## src/design/ptlik_pkg.sv

```systemverilog
// Shared constants, tables and types for the planar three-link IK unit.
package ptlik_pkg;

  localparam int FRAC_BITS = 16;
  localparam int QB        = 30;
  localparam int ANG_W     = 20;
  localparam int LEN_W     = 18;
  localparam int CFG_IDX_W = 2;
  localparam int CW        = 48;
  localparam int ZW        = 36;
  localparam int AW        = 52;
  localparam int SW        = 22;
  localparam int CQ_W      = 32;
  localparam int STEPS     = 30;
  localparam int NORM_R    = 10;
  localparam int NORM_L    = 6;
  localparam int NORM_HI   = 41;
  localparam int DIV_STEPS = 31;
  localparam int DREM_W    = 40;
  localparam int DEN_W     = 37;
  localparam int SQ_W      = 62;
  localparam int SQ_STEPS  = 31;
  localparam int ATAN_LAT  = 1 + NORM_R + NORM_L + STEPS;

  localparam logic signed [ZW-1:0] PI_Q30      = 36'sd3373259426;
  localparam logic signed [ZW-1:0] HALF_PI_Q30 = 36'sd1686629713;
  localparam logic signed [ZW-1:0] TWO_PI_Q30  = 36'sd6746518853;
  localparam logic signed [CW-1:0] GAIN_Q30    = 48'sd652032874;

  localparam logic [31:0] ATAN_TAB [STEPS] = '{
    32'd843314857, 32'd497837830, 32'd263043837, 32'd133525159, 32'd67021687,
    32'd33543516,  32'd16775851,  32'd8388437,   32'd4194283,   32'd2097149,
    32'd1048576,   32'd524288,    32'd262144,    32'd131072,    32'd65536,
    32'd32768,     32'd16384,     32'd8192,      32'd4096,      32'd2048,
    32'd1024,      32'd512,       32'd256,       32'd128,       32'd64,
    32'd32,        32'd16,        32'd8,         32'd4,         32'd2
  };

  typedef enum logic [CFG_IDX_W-1:0] {
    REG_UPPER = 2'd0,
    REG_LOWER = 2'd1,
    REG_TIP   = 2'd2
  } cfg_reg_t;

  // Sideband carried alongside each word through the pipe
  typedef struct packed {
    logic signed [ANG_W-1:0] tx;
    logic signed [ANG_W-1:0] ty;
    logic signed [ANG_W-1:0] th;
    logic                    tag;
    logic                    sneg;
    logic                    nneg;
    logic                    unr;
    logic signed [SW-1:0]    s;
    logic signed [SW-1:0]    r;
    logic signed [CQ_W-1:0]  cq;
  } side_t;

endpackage

```

## src/design/ptlik_div_cell.sv

```systemverilog
// One restoring-division step cell, one quotient bit per cell.
module ptlik_div_cell (
  input  logic                               clk,
  input  logic                               en,
  input  logic [ptlik_pkg::DREM_W-1:0]       rem,
  input  logic [ptlik_pkg::DIV_STEPS-1:0]    quo,
  input  logic [ptlik_pkg::DEN_W-1:0]        den,
  output logic [ptlik_pkg::DREM_W-1:0]       remr,
  output logic [ptlik_pkg::DIV_STEPS-1:0]    quor
);
  import ptlik_pkg::*;

  logic [DREM_W-1:0] den_ext;
  logic              ge;
  logic [DREM_W-1:0] diff;

  assign den_ext = {{(DREM_W-DEN_W){1'b0}}, den};
  assign ge      = rem >= den_ext;
  assign diff    = ge ? rem - den_ext : rem;

  // Shift in the quotient bit and the partial remainder
  always_ff @(posedge clk) begin
    if (en) begin
      remr <= diff << 1;
      quor <= {quo[DIV_STEPS-2:0], ge};
    end
  end

endmodule

```

## config.mk

```make
export PLATFORM = sky130hd
export DESIGN_NAME = ptlik_div_cell
export DESIGN_NICKNAME = d
export VERILOG_FILES = /design/src/design/ptlik_pkg.sv /design/src/design/ptlik_div_cell.sv
export SDC_FILE = /design/constraint.sdc
export NUM_CORES = 1
export LEC_CHECK = 0
export ABC_AREA = 1
export BUFFER_PORTS_ARGS = -buffer_cell sky130_fd_sc_hd__buf_4
export CORE_MARGIN = 2
export CORE_UTILIZATION = 53
export DETAILED_ROUTE_END_ITERATION = 6
export PLACE_DENSITY = 0.83
export SYNTH_ARGS = -nofsm -noshare
export SYNTH_HDL_FRONTEND = slang
export SYNTH_SLANG_ARGS = --single-unit
```

## constraint.sdc

```tcl
create_clock -name clk -period 2.9 [get_ports clk]
set_input_delay 0.435 -clock clk [delete_from_list [all_inputs] [get_ports clk]]
set_output_delay 0.435 -clock clk [all_outputs]
set_load 0.005 [all_outputs]
```

==> impl_metrics.ini <==
[status]
status = finished with violations
violations = DRC

[finish]
layout_common_cells = nand2_1, buf_4, inv_1
mostFrequentLayoutCell = nand2_1
nets = 1182
diodes = 0
syn_to_final_growth_pct = 28.56
drive_above_1_share = 0.2040
final_area_um2 = 7373

[clocking]
hold_buffers = 0
cts_num_sinks = 70
cts_resized = 0
numCtsBuffers = 9
postCtsSetupBuffers = 0
clk_path_buf_depth = 2
cts_tree = built
clk_pin_slew_ns = 0.08
htreeDepth = 3
cts_root_buffer = clkbuf_8

[route]
post_drt_wl_per_cell_um = 13.16
drt_iter0_drc = 331
vias = 5754
drt-pass1-iter-count = 7
wl_mm = 15.46
vias_per_cell = 4.897
drtAntennaViolNets = 0
drc = 6

[synthesis]
synth_simple_gate_area_frac = 0.3602
yosys_register_bits = 70
synth_top_family_by_area = simple AND/OR/NAND/NOR gates
synth_compound_area_frac = 0.04298
yosys_warnings = 0
synth_xor_area_frac = 0.03054
synth_cell_types = 30
avgSynthCellArea_um2 = 6.756
muxShareOfSynthArea = 0
seq_area_frac_synth = 0.3665
synth_area_um2 = 5736
synth_fa_ha_area_frac = 0.08421
syn_nets = 997
syn_inst = 849

[sta]
fmax_mhz = 444.0
setup_viol = 0
hold_slack_ns = 0.2505
min_period_ns = 2.252
worst_slack_ns = 0.6480
worst_slew_pin_slew_ns = 0.9034
period_share = 0.7766
slew_headroom = 0.3977
final-hold-violation-count = 0
rsz0062_at_grt = no
tns_ns = 0
drv_slew = 0

[grt]
grt_first_pass_wirelength_mm = 24.93
grt_max_degree = 71
first_global_vias = 5384
antenna_found_initial = 0
grt.total_usage = 0.2728
grt_overflow = 0

[placement]
dpl_worst_slack_ns = 0.2874
globalplace.congestion = 0.9457
io_buffers = 178
postPlaceCellArea_um2 = 7201
dp_hpwl_mm = 12.49

[setup_path]
required_ns = 3.12
start_kind = input pin
setup.worst_path.class = input pin to flop
path_max_fanout = 20
cp_data_arrival_time_ns = 2.47
end_kind = flop

[die]
die_area_um2 = 11670
initial_core_util = 0.5506
die_w_um = 108.0
row_count = 37
die_y_um = 108.0
core_area_um2 = 10420
io_pins = 181

[worst_hold_path]
hp-class = input pin to flop

[pwr]
p_per_area_nw_per_um2 = 419.7
total_leakage_power_uw = 0.004019
vdd_drop_max_uv = 227.9

[run]
maxCapViolCount = 0
## logic make-up after synthesis
family | after synthesis
simple gates | 512
buf+inv | 164
flops | 70
compound gates | 44
fa+ha+maj | 38
xor+xnor | 20
other cells | 1
## cell usage after synthesis
master,number,area (um2)
a21boi_0,2,15.01
a21o_1,1,7.510
a21oi_1,24,120.1
a21oi_2,3,26.28
buf_4,5,37.54
buf_6,3,33.78
conb_1,1,3.750
edfxtp_1,70,2102
fa_1,1,20.02
ha_1,37,462.9
inv_1,153,574.3
inv_2,2,7.510
inv_4,1,6.260
nand2_1,356,1336
nand2_2,1,6.260
nand2_4,1,11.26
nand3_1,42,210.2
nand3_2,1,10.01
nand3b_1,11,82.58
nand4_1,3,18.77
nor2_1,83,311.6
nor2_2,6,37.54
nor3_1,7,35.03
nor4_1,1,6.260
o21a_1,1,7.510
o21ai_0,10,50.05
o21ai_1,1,5.000
o21bai_1,2,15.01
xnor2_1,3,26.28
xor2_1,17,148.9
## per-stage QoR
stage	utilization	power [uW]	instances
after global routing	0.7079	3288	1175
after global placement	0.6913	2354	1159
final	0.7079	3094	1175
after CTS	0.7079	3102	1175
after floorplan	-	1906	849
after detailed placement	0.6913	2373	1159
## worst max-delay path, cell delays in order
cell and delay, ns:
buf_4 0.07, inv_1 0.04, ha_1 0.23, fa_1 0.42, nor2_2 0.23, o21ai_1 0.08
nand3_1 0.10, nand2_1 0.07, nand3_2 0.11, nand2_1 0.10, nand2_4 0.10, buf_4 0.25
nand2_1 0.12, nand2_1 0.09
## state kept, by name, summed over array words and instances (netlist names)
signal  flops
quor       31
remr       39
## routing by layer
layer | part of all wire | wire [um] | global-route usage
met5 | 0 | 0 | 0
met4 | 0.023 | 354 | 0.08242
met3 | 0.077 | 1189 | 0.05244
met2 | 0.45 | 6947 | 0.4506
met1 | 0.45 | 6968 | 0.3642
## area by class of cell
| type | instances | area, um2 |
|---|---|---|
| flip-flops and latches | 70 | 2102 |
| clock inverters | 6 | 45.04 |
| multi-input cells | 615 | 2974 |
| well taps | 136 | 170.2 |
| fillers | 919 | 3043 |
| clock buffers | 10 | 127.6 |
| repair buffers | 182 | 1366 |
| inverters | 156 | 588.1 |
## worst paths after layout
path    from            endpoint  slack (ns)  depth (start not counted)
max   rem[0]  remr[18]$_DFFE_PP_        0.65                         14
min   quo[1]   quor[2]$_DFFE_PP_        0.25                          1
## where the power goes
part	internal (uW)	leakage, uW	switching, uW	total (uW)
Combinational	479	0.00325	573	1050
Clock	315	0.0000793	422	737
Sequential	1270	0.000685	32.1	1300
Total	2070	0.00402	1030	3090
(Power assumes the default switching activity.)
