--- src/design/ptlik_pkg.sv ---
// Shared constants, tables and types for the planar three-link IK unit.
package ptlik_pkg;

  localparam int FRAC_BITS = 16;
  localparam int QB        = 30;
  localparam int ANG_W     = 20;
  localparam int LEN_W     = 18;
  localparam int CFG_IDX_W = 2;
  localparam int CW        = 48;
  localparam int ZW        = 36;
  localparam int AW        = 52;
  localparam int SW        = 22;
  localparam int CQ_W      = 32;
  localparam int STEPS     = 30;
  localparam int NORM_R    = 10;
  localparam int NORM_L    = 6;
  localparam int NORM_HI   = 41;
  localparam int DIV_STEPS = 31;
  localparam int DREM_W    = 40;
  localparam int DEN_W     = 37;
  localparam int SQ_W      = 62;
  localparam int SQ_STEPS  = 31;
  localparam int ATAN_LAT  = 1 + NORM_R + NORM_L + STEPS;

  localparam logic signed [ZW-1:0] PI_Q30      = 36'sd3373259426;
  localparam logic signed [ZW-1:0] HALF_PI_Q30 = 36'sd1686629713;
  localparam logic signed [ZW-1:0] TWO_PI_Q30  = 36'sd6746518853;
  localparam logic signed [CW-1:0] GAIN_Q30    = 48'sd652032874;

  localparam logic [31:0] ATAN_TAB [STEPS] = '{
    32'd843314857, 32'd497837830, 32'd263043837, 32'd133525159, 32'd67021687,
    32'd33543516,  32'd16775851,  32'd8388437,   32'd4194283,   32'd2097149,
    32'd1048576,   32'd524288,    32'd262144,    32'd131072,    32'd65536,
    32'd32768,     32'd16384,     32'd8192,      32'd4096,      32'd2048,
    32'd1024,      32'd512,       32'd256,       32'd128,       32'd64,
    32'd32,        32'd16,        32'd8,         32'd4,         32'd2
  };

  typedef enum logic [CFG_IDX_W-1:0] {
    REG_UPPER = 2'd0,
    REG_LOWER = 2'd1,
    REG_TIP   = 2'd2
  } cfg_reg_t;

  // Sideband carried alongside each word through the pipe
  typedef struct packed {
    logic signed [ANG_W-1:0] tx;
    logic signed [ANG_W-1:0] ty;
    logic signed [ANG_W-1:0] th;
    logic                    tag;
    logic                    sneg;
    logic                    nneg;
    logic                    unr;
    logic signed [SW-1:0]    s;
    logic signed [SW-1:0]    r;
    logic signed [CQ_W-1:0]  cq;
  } side_t;

endpackage

--- src/design/ptlik_cordic_cell.sv ---
// One CORDIC micro-rotation cell, rotation or vectoring, registered.
module ptlik_cordic_cell #(
  parameter int SHIFT = 0,
  parameter bit VECT  = 1'b0
) (
  input  logic                            clk,
  input  logic                            en,
  input  logic signed [ptlik_pkg::CW-1:0] x,
  input  logic signed [ptlik_pkg::CW-1:0] y,
  input  logic signed [ptlik_pkg::ZW-1:0] z,
  output logic signed [ptlik_pkg::CW-1:0] xr,
  output logic signed [ptlik_pkg::CW-1:0] yr,
  output logic signed [ptlik_pkg::ZW-1:0] zr
);
  import ptlik_pkg::*;

  localparam logic signed [ZW-1:0] STEP_ANG =
    $signed({{(ZW-32){1'b0}}, ATAN_TAB[SHIFT]});

  logic                 up;
  logic signed [CW-1:0] xs;
  logic signed [CW-1:0] ys;

  // Pick direction: angle sign when rotating, y sign when vectoring
  assign up = VECT ? y[CW-1] : ~z[ZW-1];
  assign xs = x >>> SHIFT;
  assign ys = y >>> SHIFT;

  // Advance one micro-rotation
  always_ff @(posedge clk) begin
    if (en) begin
      if (up) begin
        xr <= x - ys;
        yr <= y + xs;
        zr <= z - STEP_ANG;
      end else begin
        xr <= x + ys;
        yr <= y - xs;
        zr <= z + STEP_ANG;
      end
    end
  end

endmodule

--- config.mk ---
export PLATFORM = sky130hd
export DESIGN_NAME = ptlik_cordic_cell
export DESIGN_NICKNAME = d
export VERILOG_FILES = /design/src/design/ptlik_pkg.sv /design/src/design/ptlik_cordic_cell.sv
export SDC_FILE = /design/constraint.sdc
export NUM_CORES = 1
export LEC_CHECK = 0
export BUFFER_PORTS_ARGS = -buffer_cell sky130_fd_sc_hd__clkbuf_2
export CORE_MARGIN = 5
export CORE_UTILIZATION = 35
export CTS_CLUSTER_SIZE = 40
export DETAILED_ROUTE_END_ITERATION = 10
export SETUP_SLACK_MARGIN = 0.1
export SYNTH_ARGS = -nofsm -noshare
export SYNTH_HDL_FRONTEND = slang
export SYNTH_SLANG_ARGS = --single-unit
--- constraint.sdc ---
create_clock -name clk -period 5.5 [get_ports clk]
set_clock_uncertainty 0.15 [all_clocks]
set_input_delay 0.275 -clock clk [delete_from_list [all_inputs] [get_ports clk]]
set_output_delay 0.275 -clock clk [all_outputs]
set_load 0.005 [all_outputs]
==> results.cfg, run 1 <==
[status]
status = completed

[routing]
drt-wirelength-per-cell_um = 22.1
detail-route-antenna-nets = 0
drt_iter0_drc = 1584
drc_errors = 0
route.detailed.vias_per_inst = 5.81
dr_total_vias = 14900
wl_mm = 56.7
detailedRoute.firstPassIterationCount = 8

[clock_tree]
cts-root-buf = clkbuf_16
cts_sinks = 131
clock_tree.htree_level_count = 4
ctsLongestPathBuffers = 2
cts_buffers = 17
cts_tree = yes
cts.clk_slew.worst_paths_ps = 60

[floorplanning]
placement_rows = 75
design.core.area_um2 = 41900
ioPinCount = 266
initial_core_util_pct = 35.3
die_height_um = 216
die_w_um = 216
floorplan.die_area_um2 = 46500

[sta]
hold_ws_ps = 39.1
timing.final.setup_violations = 0
slew_viol_final = 0
finalCriticalPeriod_ps = 3630
achievable-frequency_mhz = 275
worst_slew_margin_rel_pct = 26.5
rsz0062_at_grt = false
worst-slew-pin-transition_ps = 1090
timing.final.crit_share_pct = 66.0
setup-tns-final_ps = 0
hold_viol_final = 0

[global_routing]
grt_antenna_before_repair = 2
groute.layer.met1.usage_pct = 31.7
grt_overflow_total = 0
largest_net_degree_at_the_start_of_global_routing = 84
grtUsageMet2_pct = 38.0
first_global_vias = 14700
grt_max_usage_layer = met2
globalRouteTotalUtil_pct = 23.4
met3_usage_pct = 4.25
grt_first_pass_wirelength_mm = 85.9

[synth]
dominantRegCellSynth = edfxtp_1
synth_seq_area_share_pct = 26.6
post_synthesis_sequential_element_count = 131
syn-num-nets = 2111
synth_edf_count = 131
syn-instance-count = 1798
netlist_area_um2 = 14800
yosysUniqueCellTypes = 101
avgSynthCellArea_um2 = 8.24
asyncSetResetFlopFracSynth_pct = 0
yosysWarnings = 0

[power_and_ir_drop]
power.clock.fraction_pct = 28.2
share_seq_of_total_power_pct = 32.3
p_switching_mw = 1.64
combinationalPowerShare_pct = 39.5
power.static_leakage_nw = 7.36
swShare_pct = 38.1
power.total_mw = 4.31
max-vdd-ir-drop_mv = 0.176
power_density_nw_per_um2 = 251
internal_power_component_mw = 2.67

[final_layout]
layout-drive-gt1-share_pct = 17.4
syn2layout_area_growth_pct = 15.7
total_of_fill_cells_in_the_finished_design = 4333
fin_nets = 2330

[worst_hold_path]
whs_path_depth = 2
hold_path_class = input port to register
worstHoldStart = z[1]
hold-path-endpoint = zr[1]

[placement]
gpl_congestion = 0.971
dpl.hpwl_mm = 45.4
portBuffers = 265

[worst_setup_path]
cp-start-kind = input port
cp_data_required_time_ps = 5550
critical_path.max_fanout = 6
setup.worst_path.end_class = register
worst-setup-path-type = input port to register
critical_path_arrival_ps = 3680

[run]
cap_violations = 0
critical path: stages:
cell and delay, ps:
clkbuf_2 120, ha_1 220, fa_1 420, nor2b_1 170, o211ai_1 310, a311oi_1 240, o2111ai_1 280, nand3_1 320
a22oi_2 450, o21ai_2 160, and4b_1 230, or4_1 470
worst max-delay path by stage:
| stage | startpoint | endpoint | slack (ps) | depth (start not counted) |
|---|---|---|---|---|
| final | x[0] | yr[46] | 1870 | 12 |
| after global routing | x[0] | yr[46] | 1850 | 12 |
| after CTS | x[0] | yr[46] | 1950 | 12 |
| after detailed placement | x[0] | yr[46] | 1480 | 12 |
| after global placement | x[0] | xr[46] | 1560 | 13 |
| after floorplan | z[35] | zr[28] | 1200 | 15 |
stage by stage:
| stage | setup slack [ps] | cell area (um2) | utilization [%] | std cells |
|---|---|---|---|---|
| after floorplan | 1200 | 14800 | - | 1798 |
| after global placement | 1560 | 16500 | 39.4 | 2536 |
| after detailed placement | 1480 | 16500 | 39.4 | 2536 |
| after CTS | 1950 | 17100 | 40.9 | 2569 |
| after global routing | 1850 | 17100 | 40.9 | 2570 |
| final | 1870 | 17100 | 40.9 | 2570 |
power groups by stage:
stage                     sequential [mW]  combinational [mW]  clock [mW]
after global routing                 1.41                1.85        1.28
after floorplan                      1.42                1.01           0
after global placement               1.41                1.67           0
final                                1.39                1.70        1.21
after CTS                            1.39                1.69        1.23
after detailed placement             1.41                1.67           0
cells by family after synthesis:
logic type                 after synthesis  synth area share [%]
and+or+nand+nor                        473                  15.6
adders and majority gates              179                  15.3
buffers and inverters                  232                  6.28
muxes                                   16                  1.09
DFF                                    131                  26.6
xor gates and xnor gates               117                  6.92
AOI/OAI and AO/OA                      650                  28.3
final cells by class:
| class | instances | area, um2 | area share (%) |
|---|---|---|---|
| multi-input combinational | 1435 | 9950 | 58.0 |
| tap | 539 | 674 | 3.93 |
| sequential | 131 | 3930 | 22.9 |
| inverter | 159 | 597 | 3.48 |
| clock inverter | 14 | 161 | 0.942 |
| clock buffer | 18 | 429 | 2.50 |
| antenna | 1 | 2.50 | 0.0146 |
| timing repair buffer | 273 | 1400 | 8.15 |
cells in the mapped netlist (4+ instances only):
| cell | number | share of area [%] |
|---|---|---|
| nor2b_1 | 29 | 1.2 |
| inv_2 | 6 | 0.15 |
| a21boi_0 | 7 | 0.35 |
| o21ai_0 | 134 | 4.5 |
| nor3_1 | 42 | 1.4 |
| edfxtp_1 | 131 | 27 |
| inv_1 | 149 | 3.8 |
| mux2i_1 | 15 | 1.0 |
| nand3b_1 | 5 | 0.25 |
| a211o_1 | 5 | 0.30 |
| or3_1 | 10 | 0.42 |
| o211ai_1 | 15 | 0.76 |
| buf_2 | 20 | 0.68 |
| a311oi_1 | 9 | 0.53 |
| and2_1 | 6 | 0.25 |
| clkbuf_1 | 35 | 0.89 |
| a21o_1 | 28 | 1.4 |
| xnor2_1 | 97 | 5.7 |
| xor2_1 | 20 | 1.2 |
| o21ai_1 | 11 | 0.37 |
| o21a_1 | 11 | 0.56 |
| a31oi_1 | 17 | 0.72 |
| a211oi_1 | 23 | 1.2 |
| ha_1 | 175 | 15 |
| buf_1 | 12 | 0.30 |
| nand4_1 | 37 | 1.6 |
| or4_1 | 5 | 0.25 |
| fa_1 | 4 | 0.54 |
| nor2_1 | 141 | 3.6 |
| o221a_2 | 5 | 0.38 |
| a21oi_2 | 4 | 0.24 |
| a21oi_1 | 240 | 8.1 |
| nand3_1 | 24 | 0.81 |
| nand2_1 | 107 | 2.7 |
| nor4_1 | 16 | 0.68 |
| o31ai_1 | 22 | 1.1 |
| nand2b_1 | 23 | 0.97 |
| and3_1 | 7 | 0.30 |
| o21bai_1 | 33 | 1.7 |
| a221oi_1 | 7 | 0.41 |
| o2111ai_1 | 4 | 0.24 |
| o221ai_1 | 9 | 0.53 |
| or2_2 | 8 | 0.34 |
| clkinv_1 | 4 | 0.10 |
| o31a_1 | 6 | 0.35 |
metal layers:
layer / up-vias / part of all wire (%) / wire length (um)
met4: 2 / 3.0 / 1720
met1: 7089 / 44 / 24800
li1: 7038 / - / -
met5: - / 0.023 / 13
met2: 696 / 46 / 25900
met3: 109 / 7.5 / 4260
flip-flops by register name, summed over array words and instances, names as in the netlist:
signal  count
xr         48
yr         47
zr         36
placed cells by master (no fill, tap or decap), types with 6 or more instances in the layout:
cell	count
clkinv_1	7
a221oi_1	7
o21ai_1	11
nor2b_1	29
o31a_1	6
clkbuf_2	263
xor2_1	20
and2_1	6
nand3_1	24
nand2b_1	23
or3_1	10
edfxtp_1	131
o221ai_1	9
o21bai_1	33
a21o_1	28
a21boi_0	7
inv_2	7
nor4_1	16
o211ai_1	15
a21oi_1	240
xnor2_1	97
buf_4	8
a211oi_1	23
ha_1	175
nor2_1	141
o21a_1	11
o31ai_1	22
clkbuf_16	17
o21ai_0	134
nor3_1	42
nand4_1	37
a311oi_1	9
nand2_1	107
mux2i_1	15
and3_1	7
a31oi_1	17
or2_2	8
inv_1	148
what timing repair did:
action                                 4_1_cts  5_1_grt
setup buffers                                0        0
endpoints found under the hold margin        1        0
resized for setup                            0        0
hold buffers                                 1        0
Note: power is estimated with default switching activity, not from simulation.
==> run 2, diff against run 1 <==
ABC_AREA = 1   (was default)
clock period = 3.6 ns   (was 5.5 ns; I/O delays follow)
==> run 2 against run 1 <==
Global-route usage is 2.0 points higher. Clock power grew 55%. Final area rose by 25%. Core utilization decreased by 0.90 points. Critical path depth grew 1. Via count rose by 41%. Non-clock buffer count up 11. Highest routed layer is now met4. Critical endpoint is now xr[16]. Combinational power is 81% higher.
==> results.cfg, run 2 <==
[clock_tree]
clock_tree.htree_level_count = 4
cts-root-buf = clkbuf_16
cts.clk_slew.worst_paths_ps = 90
ctsLongestPathBuffers = 2
cts_buffers = 17
cts_sinks = 131
cts_tree = yes

[synth]
post_synthesis_sequential_element_count = 131
dominant_cell_by_count_in_the_synthesized_netlist = nand2_1
synthDominantCellAreaShare_pct = 24.0
asyncSetResetFlopFracSynth_pct = 0
dominantRegCellSynth = edfxtp_1
yosysUniqueCellTypes = 43
netlist_area_um2 = 18900
synth_edf_count = 131
syn-num-nets = 3549
synth_area_leader_cell = nand2_1
yosysWarnings = 0
avgSynthCellArea_um2 = 5.83
synth_top_cells_by_count = nand2_1, inv_1, nor2_1
syn-instance-count = 3236
synth_seq_area_share_pct = 20.9
yosys-top-cells-area = nand2_1, edfxtp_1, inv_1

[floorplanning]
design.core.area_um2 = 53600
initial_core_util_pct = 35.2
die_w_um = 242
floorplan.die_area_um2 = 58600
ioPinCount = 266
die_height_um = 242
placement_rows = 85

[routing]
drc_errors = 0
wl_mm = 77.2
detail-route-antenna-nets = 0
drt_iter0_drc = 1596
dr_total_vias = 21000
route.detailed.vias_per_inst = 5.02
drt-wirelength-per-cell_um = 18.5
detailedRoute.firstPassIterationCount = 7

[worst_setup_path]
crit_path_leading_delay_family = buffers and inverters
sequence_of_cells_on_the_critical_path = dlygate4sd3_1 -> clkbuf_2 -> inv_1 -> ha_1 -> fa_1 -> inv_1 -> nand3_1 -> nand3_1 -> a21oi_2 -> o21ai_1 -> or2_2 -> nand3_1 -> nand2_1
critPathSlowestCell = dlygate4sd3_1
critical_path.max_fanout = 4
crit_path_max_incr_delay_ps = 550
worst-setup-path-type = input port to register
timing.critical_path.mode_cell = nand3_1
path_buf_inv = 4
cp_data_required_time_ps = 3690
cp-start-kind = input port
setup.worst_path.end_class = register
critical_path_arrival_ps = 3330

[final_layout]
layout-drive-gt1-share_pct = 11.7
fin_nets = 3787
top_regs = xr: 48 flops, yr: 47 flops, zr: 36 flops
stdcell_count = 4184
final_cell_mix = nand2_1, inv_1, nor2_1
largest_register = xr
layout_commonest_cell = nand2_1
syn2layout_area_growth_pct = 13.6
total_of_fill_cells_in_the_finished_design = 6072
final_standard_cell_utilization_of_the_core_pct = 40.0
largest_reg_flops = 48

[sta]
hold_viol_final = 0
finalCriticalPeriod_ps = 3250
setup-tns-final_ps = 0
rsz0062_at_grt = false
timing.final.setup_violations = 0
timing.final.crit_share_pct = 90.2
worst-slew-pin-transition_ps = 709
slew_viol_final = 0
achievable-frequency_mhz = 308
final.setup.worst_slack_ps = 354
worst_slew_margin_rel_pct = 52.2

[global_routing]
first_global_vias = 20200
largest_net_degree_at_the_start_of_global_routing = 62
grt_antenna_before_repair = 1
globalRouteTotalUtil_pct = 25.5
grt_first_pass_wirelength_mm = 115
grt_overflow_total = 0

[status]
status = completed

[power_and_ir_drop]
max-vdd-ir-drop_mv = 0.402
power.total_mw = 7.01
power_density_nw_per_um2 = 327
power.static_leakage_nw = 12.1

[run]
cap_violations = 0

[placement]
dpl.cell_count = 4148
placement.setup.worst_slack_ps = 266
dpl.hpwl_mm = 65.9
gpl_congestion = 1.01
portBuffers = 265

[worst_hold_path]
hold_path_class = input port to register
## run 2: changes by cell type in the layout (fill, tap and decap cells not counted), moves of 23 or more
cell and delta:
nand2_1 +1097, nor2_1 +132, xor2_1 +26, nand3_1 +234, nand2b_1 -23, a211oi_1 -23, nor2_2 +36, nor3_1 -35
o21ai_0 -48, xnor2_1 -93, inv_1 +446, a21oi_1 -78, nor2b_1 -29
## run 2: area by class of cell
cell class | count | area, um2 | share of cell area [%]
sequential | 131 | 3930 | 18.4
timing repair buffer | 284 | 1490 | 6.93
clock buffer | 19 | 433 | 2.02
multi-input combinational | 2426 | 12200 | 57.1
tap | 696 | 871 | 4.06
antenna | 1 | 2.50 | 0.0117
inverter | 614 | 2310 | 10.8
clock inverter | 13 | 156 | 0.730
## run 2: kinds of logic (layout without fill, tap and decap cells)
family | count (synthesis) | count (layout) | synth area share [%]
xor+xnor | 50 | 50 | 2.32
fa+ha+maj | 179 | 179 | 12.0
flops | 131 | 131 | 20.9
compound gates | 334 | 334 | 9.78
buf+inv | 679 | 930 | 14.3
other cells | 0 | 1 | 0
simple gates | 1863 | 1863 | 40.7
## run 2: per-stage QoR
stage                     hold WS (ps)  instance area [um2]
final                             44.2                21400
after CTS                         26.7                21400
after floorplan                    142                18900
after global placement             336                20800
after detailed placement           334                20800
after global routing              58.5                21400
## run 2: worst paths after layout
kind	from	end	depth (start not counted)
setup / recovery	x[0]	xr[16]	13
hold / removal	en	yr[32]	1
## run 2: report_power, final
group / internal, mW / switching (mW) / total [mW]
clock: 1.08 / 0.797 / 1.88
combinational: 0.956 / 2.12 / 3.07
sequential: 1.98 / 0.0774 / 2.06
## run 2: per-layer routing
metal	global-route usage, %	share of wire [%]	vias to the layer above
met1	32.8	43	9468
met4	12.3	4.8	0
met5	0	0	-
li1	-	-	10500
met3	3.82	6.7	157
met2	41.9	45	838
## run 2: timing repair
action / in CTS / in global routing
hold buffers: 3 / 0
gates resized for setup: 0 / 1
setup endpoints to repair: 0 / 1
setup buffers: 0 / 0
endpoints found under the hold margin: 3 / 0
